<file path="src/design/ttw_pkg.sv">
`timescale 1ns / 1ps

package ttw_pkg;

  localparam int SCREEN_COLUMNS = 80;
  localparam int SCREEN_ROWS    = 25;
  localparam int CELL_COUNT     = SCREEN_COLUMNS * SCREEN_ROWS;
  localparam int COPY_COUNT     = SCREEN_COLUMNS * (SCREEN_ROWS - 1);
  localparam int IDX_W          = 11;

  localparam logic [1:0] CMD_PUT_CHAR = 2'd0;
  localparam logic [1:0] CMD_PUT_AT   = 2'd1;
  localparam logic [1:0] CMD_READ     = 2'd2;
  localparam logic [1:0] CMD_CLEAR    = 2'd3;

  localparam logic [7:0]  CH_NEWLINE    = 8'd10;
  localparam logic [7:0]  CH_BACKSPACE  = 8'd8;
  localparam logic [7:0]  CH_SPACE      = 8'h20;
  localparam logic [7:0]  GREY_ON_BLACK = 8'h07;
  localparam logic [15:0] CELL_BLANK    = {GREY_ON_BLACK, CH_SPACE};

  typedef struct packed {
    logic [1:0] cmd;
    logic [7:0] char_code;
    logic [6:0] pos_x;
    logic [4:0] pos_y;
    logic [3:0] fg_color;
    logic [3:0] bg_color;
  } in_t;

  typedef struct packed {
    logic             cell_written;
    logic [IDX_W-1:0] write_index;
    logic [15:0]      write_value;
    logic [15:0]      read_value;
    logic [IDX_W-1:0] cursor_position;
    logic             did_scroll;
    logic             bad_position;
  } out_t;

  // controller to datapath
  typedef struct packed {
    logic latch;
    logic exec;
    logic copy_step;
    logic fill_step;
    logic fill_grey;
    logic capture_read;
    logic emit;
  } ctrl_t;

  // datapath to controller
  typedef struct packed {
    logic is_clear;
    logic need_scroll;
    logic read_ok;
    logic copy_last;
    logic fill_last;
  } stat_t;

endpackage

</file>
<file path="src/design/ttw_ctrl.sv">
`timescale 1ns / 1ps

module ttw_ctrl (
  input  logic          clk,
  input  logic          rst,
  input  logic          start,
  input  ttw_pkg::stat_t stat,
  output ttw_pkg::ctrl_t ctrl,
  output logic          busy
);
  import ttw_pkg::*;

  typedef enum logic [2:0] {
    S_INIT, S_IDLE, S_EXEC, S_READ, S_COPY, S_DRAIN, S_FILL, S_DONE
  } state_t;

  state_t state;
  state_t state_next;

  always_comb begin
    state_next = state;
    unique case (state)
      S_INIT:  if (stat.fill_last) state_next = S_IDLE;
      S_IDLE:  if (start) state_next = S_EXEC;
      S_EXEC: begin
        priority if (stat.is_clear)    state_next = S_FILL;
        else if (stat.need_scroll)     state_next = S_COPY;
        else if (stat.read_ok)         state_next = S_READ;
        else                           state_next = S_DONE;
      end
      S_READ:  state_next = S_DONE;
      S_COPY:  if (stat.copy_last) state_next = S_DRAIN;
      S_DRAIN: state_next = S_FILL;
      S_FILL:  if (stat.fill_last) state_next = S_DONE;
      S_DONE:  state_next = S_IDLE;
      default: state_next = S_IDLE;
    endcase
  end

  always_ff @(posedge clk) begin
    if (rst) begin
      state <= S_INIT;
      busy  <= 1'b1;
    end else begin
      state <= state_next;
      busy  <= (state_next != S_IDLE);
    end
  end

  always_comb begin
    ctrl              = '0;
    ctrl.latch        = (state == S_IDLE) && start;
    ctrl.exec         = (state == S_EXEC);
    ctrl.copy_step    = (state == S_COPY);
    ctrl.fill_step    = (state == S_FILL) || (state == S_INIT);
    ctrl.fill_grey    = (state == S_INIT);
    ctrl.capture_read = (state == S_READ);
    ctrl.emit         = (state == S_DONE);
  end

endmodule

</file>
<file path="config.mk">
export PLATFORM = sky130hd
export DESIGN_NAME = ttw_ctrl
export DESIGN_NICKNAME = d
export VERILOG_FILES = /design/src/design/ttw_pkg.sv /design/src/design/ttw_ctrl.sv
export SDC_FILE = /design/constraint.sdc
export NUM_CORES = 1
export LEC_CHECK = 0
export CORE_AREA = 2 2 39 41
export DETAILED_ROUTE_END_ITERATION = 16
export DIE_AREA = 0 0 41 43
export DONT_BUFFER_PORTS = 1
export GPL_TIMING_DRIVEN = 0
export PLACE_DENSITY = 0.43
export SLEW_MARGIN = 20
export SYNTH_ARGS = -nofsm -noshare
export SYNTH_HDL_FRONTEND = slang
export SYNTH_SLANG_ARGS = --single-unit
</file>
<file path="constraint.sdc">
create_clock -name clk -period 3.27 [get_ports clk]
set_input_delay 0.1635 -clock clk [delete_from_list [all_inputs] [get_ports clk]]
set_output_delay 0.1635 -clock clk [all_outputs]
set_load 0.02 [all_outputs]
</file>
**Word-level counts from Yosys, hierarchy flattened**

Index checks and enable logic that the tools add are counted.
W data, S select, Z words.

- Bits in registers: 4
- Input port bits: 8
- Output and inout bits: 8
- Word-level logic and storage cells: 21

- Equal/unequal tests: 8
- Muxes and demuxes: 8
- Reduce and logical (&&, ||, !) cells: 3

Operator list:

| operator | count |
|---|---|
| $pmux W3 S8 | 1 |
| $mux W3 | 7 |
| $eq A3 B3 Y1 const B | 4 |
| $eq A3 B2 Y1 const B | 2 |
| $eq A3 B1 Y1 const B | 1 |
| $logic_not A3 Y1 | 1 |
| $ne A3 B1 Y1 const B | 1 |
| $logic_and A1 B1 Y1 | 1 |
| $logic_or A1 B1 Y1 | 1 |

**Depth between registers and ports, before layout**

- Word-level depth: 5
- Depth in mapped cells: 5
- Gate-level depth less buffers: 4

**Worst setup path before layout**

Ideal clock, no wire load.

- Path type: reg2out
- Start point: reg state[2]
- End point: out ctrl[6] (netlist name)
- Data arrival time: 1221 ps
- Required time: 3107 ps
- Path slack: 1885 ps
- Cell stages (with the launch flop): 3
- Path buffers: 1
- Path through: dfxtp_1 -> buf_2 -> nor4bb_1

RTL lines:

| item | line | source |
|---|---|---|
| from (decl) | ttw_ctrl.sv:17 | `state_t state;` |
| from (signal assigned) | ttw_ctrl.sv:45 | `state <= state_next;` |
| to (decl) | ttw_ctrl.sv:8 | `output ttw_pkg::ctrl_t ctrl,` |

==> summary.md <==
| Metric | Value |
|---|---|
| Final period util | 52.14% |
| Clock sinks | 4 |
| Core Rows | 14 |
| Footprint of the multi-input gates | 166.4 µm² |
| DP HPWL | 510.7 µm |
| Mapped Area | 275.3 µm² |
| Leakage | 0.1362 nW |
| Post-synthesis sequential area ratio | 29.09% |
| R2R Setup Slk | 1.91 ns |
| Worst Setup SP | state[2] |
| Post-synthesis cell type count | 22 |
| Yosys reg bits | 4 |
| Chip width | 41 µm |
| CTS Root Cell | clkbuf_4 |
| Core Region | 1384 µm² |
| DRC Markers | 0 |
| Post CTS Setup Buffer Count | 0 |
| Largest family of logic cells by synthesized area | simple AND/OR/NAND/NOR gates |
| H-tree levels | 1 |
| Adder-cell share of the synthesized area | 0% |
| Yosys top cell by area | dfxtp_1 |
| Reg clk slew, reported paths | 0.04 ns |
| PostCTS Resize Cnt | 0 |
| DR vias | 252 |
| I/O pins | 16 |
| Complex-gate fraction of the synthesized area | 16.36% |
| Area delta synth->final | 19.09% |
| CP Max Fanout | 10 |
| TNS Setup | 0 ns |
| Critical Path End | ctrl[6] |
| Register area | 80.08 µm² |
| Top-count cell post-synth | nor2_1 |
| Initial DRC count | 1 |
| Area after DPL | 295.3 µm² |
| Worst-skew pair later-pin latency | 0.23 ns |
| Relative slew slack | 40.49% |
| Worst Setup End Kind | primary output |
| Cts hold-fix bufs | 1 |
| Mux cell area share after synthesis | 3.636% |
| DIE AREA | 1763 µm² |
| Worst reg-to-reg path cell count | 5 |
| Synth Area in XOR/XNOR | 3.182% |
| Reg2reg end | busy |
| Reg-to-reg startpoint | state[2] |
| Initial antenna violation count | 0 |
| Slew @ Worst Pin | 0.8807 ns |
| Syn Inst Count | 34 |
| DP Cell Count | 50 |
| Worst EP arrival | 1.54 ns |
| CP Data Required Time | 3.11 ns |
| Syn_nets | 42 |
| Status | finished, final reports clean |
| PortBufs | 0 |
| Largest net degree at the start of global routing | 11 |
| GPL Wtd Cong | 0.7118 |
| Setup ws final | 1.565 ns |
| Grt ovf | 0 |
| Minimum clock period after layout | 1.705 ns |
| Pre-CTS WS | 1.789 ns |
| Number of synthesis warnings | 0 |
| Post-synth EDFFs | 0 |
| PD cells | 548.3 nW/µm² |
| Crit path kind | flip-flop to primary output |
| Max Clock Skew | 0.001105 ns |
| Inserted Diodes | 0 |
| Final setup viols | 0 |
| GRT Overall Usage | 7.932% |
| Detail Route Antenna Nets | 0 |
| Peak VDD IR | 0.1770 mV |
| Fin. max-slew vios | 0 |
| Simple-Gate Fraction of Synth Area | 37.27% |
| Asr flop ratio synth | 0% |
| Layout cell share with drive strength beyond 1 | 21.05% |
| Max Freq | 0.5865 GHz |
| RSZ-0062 raised after global routing | false |
| Finished Layout Cells | 54 |
| Die Height | 43 µm |
| Vias in the first global route | 223 |
| Wire per inst | 12.04 µm |
| Post-Layout Inst Area | 327.8 µm² |
| Starting density of the core | 19.89% |
| DRT Pass-1 Iters | 2 |
| First-pass GRT wire length | 897 µm |
| MaxCap Viol Count | 0 |
| Synth top area share | 29.09% |
| Most instantiated cells after synthesis | 7 x nor2_1, 4 x dfxtp_1, 2 x buf_2, 2 x inv_1, 2 x nor3_1 |
| Via-to-Cell Ratio | 4.667 |
| Main synth FF type | dfxtp_1 |
| Hold Path Class | input pin to flip-flop |
| Mean Syn Cell Area | 8.096 µm² |
| TritonCTS clock tree | yes |
| Largest cells by area after synthesis | dfxtp_1 29%, nor2_1 9.5%, or4b_4 5.0% |
| DRT Wirelength | 650 µm |
| Nets | 48 |
| CTS Buf Count | 3 |
| Critical path startpoint category | flip-flop |
| Final Hold Viols | 0 |
| CTS Buffer Depth | 2 |
| FILL cells | 161 |
worst max-delay path, cell delays in order (launching register included):
cell	delay (ns)
dfxtp_1	0.34
buf_2	0.20
nor4bb_1	0.77
layer usage:
metal	GRT usage [%]	part of all wire (%)	vias up	wire (µm)
li1	-	-	131	-
met1	10.29	46	109	299
met2	10.00	43	12	279
met3	6.283	11	0	72
met4	2.000	0	0	0
met5	0	0	-	0
power breakdown:
part / switching [mW] / internal, mW / total (mW)
combinational: 0.0356 / 0.0217 / 0.0574
clock: 0.0201 / 0.0411 / 0.0611
sequential: 0.00587 / 0.0554 / 0.0613
through the flow:
stage | hold slack (ns) | power [mW] | util, %
after floorplan | 0.2359 | 0.1118 | -
after global placement | 0.2385 | 0.1189 | 21.34
after detailed placement | 0.2391 | 0.1194 | 21.34
after CTS | 0.07494 | 0.1837 | 23.69
after global routing | 0.08177 | 0.1937 | 23.69
final | 0.07677 | 0.1797 | 23.69
flip-flops by register name (all words and copies together), names as in the netlist:
name and cells:
state 3, busy 1
cells in the final DEF (no fill, tap or decap):
| cell type | synthesis | routed |
|---|---|---|
| clkbuf_4 | 0 | 3 |
| dfxtp_1 | 4 | 4 |
| nor2_1 | 7 | 7 |
| nor4bb_1 | 1 | 1 |
| a221oi_1 | 1 | 1 |
| buf_6 | 1 | 1 |
| o21a_1 | 1 | 1 |
| a211oi_1 | 1 | 1 |
| nor4_1 | 1 | 1 |
| o211ai_2 | 1 | 1 |
| inv_1 | 2 | 2 |
| nor3_1 | 2 | 2 |
| nand2b_1 | 1 | 1 |
| xor2_1 | 1 | 1 |
| or4b_4 | 1 | 1 |
| mux2i_1 | 1 | 1 |
| nor2b_1 | 1 | 1 |
| nand2_1 | 1 | 1 |
| buf_2 | 2 | 2 |
| nand3_1 | 1 | 1 |
| a211o_1 | 1 | 1 |
| dlygate4sd3_1 | 0 | 1 |
| nand4b_1 | 1 | 1 |
| and2_1 | 1 | 1 |
cell families after synthesis:
family	count (synthesis)
xor+xnor	1
mux	1
compound gates	5
flops	4
simple gates	18
buf+inv	5
layout make-up:
type | count | share of cell area (%)
multi-input combinational | 25 | 50.76
sequential | 4 | 24.43
clock buffer | 3 | 6.870
buffer | 3 | 6.489
tap | 16 | 6.107
timing repair buffer | 1 | 3.053
inverter | 2 | 2.290
how the worst min path moves through the flow:
stage | start | to | slack [ns] | cells past startpoint
after CTS | rst | busy | 0.07 | 2
after floorplan | rst | state[1] | 0.24 | 1
final | rst | busy | 0.08 | 2
after global routing | rst | busy | 0.08 | 2
after global placement | rst | state[2] | 0.24 | 1
after detailed placement | rst | state[1] | 0.24 | 1
No activity file was read; power rests on OpenSTA's default activity.
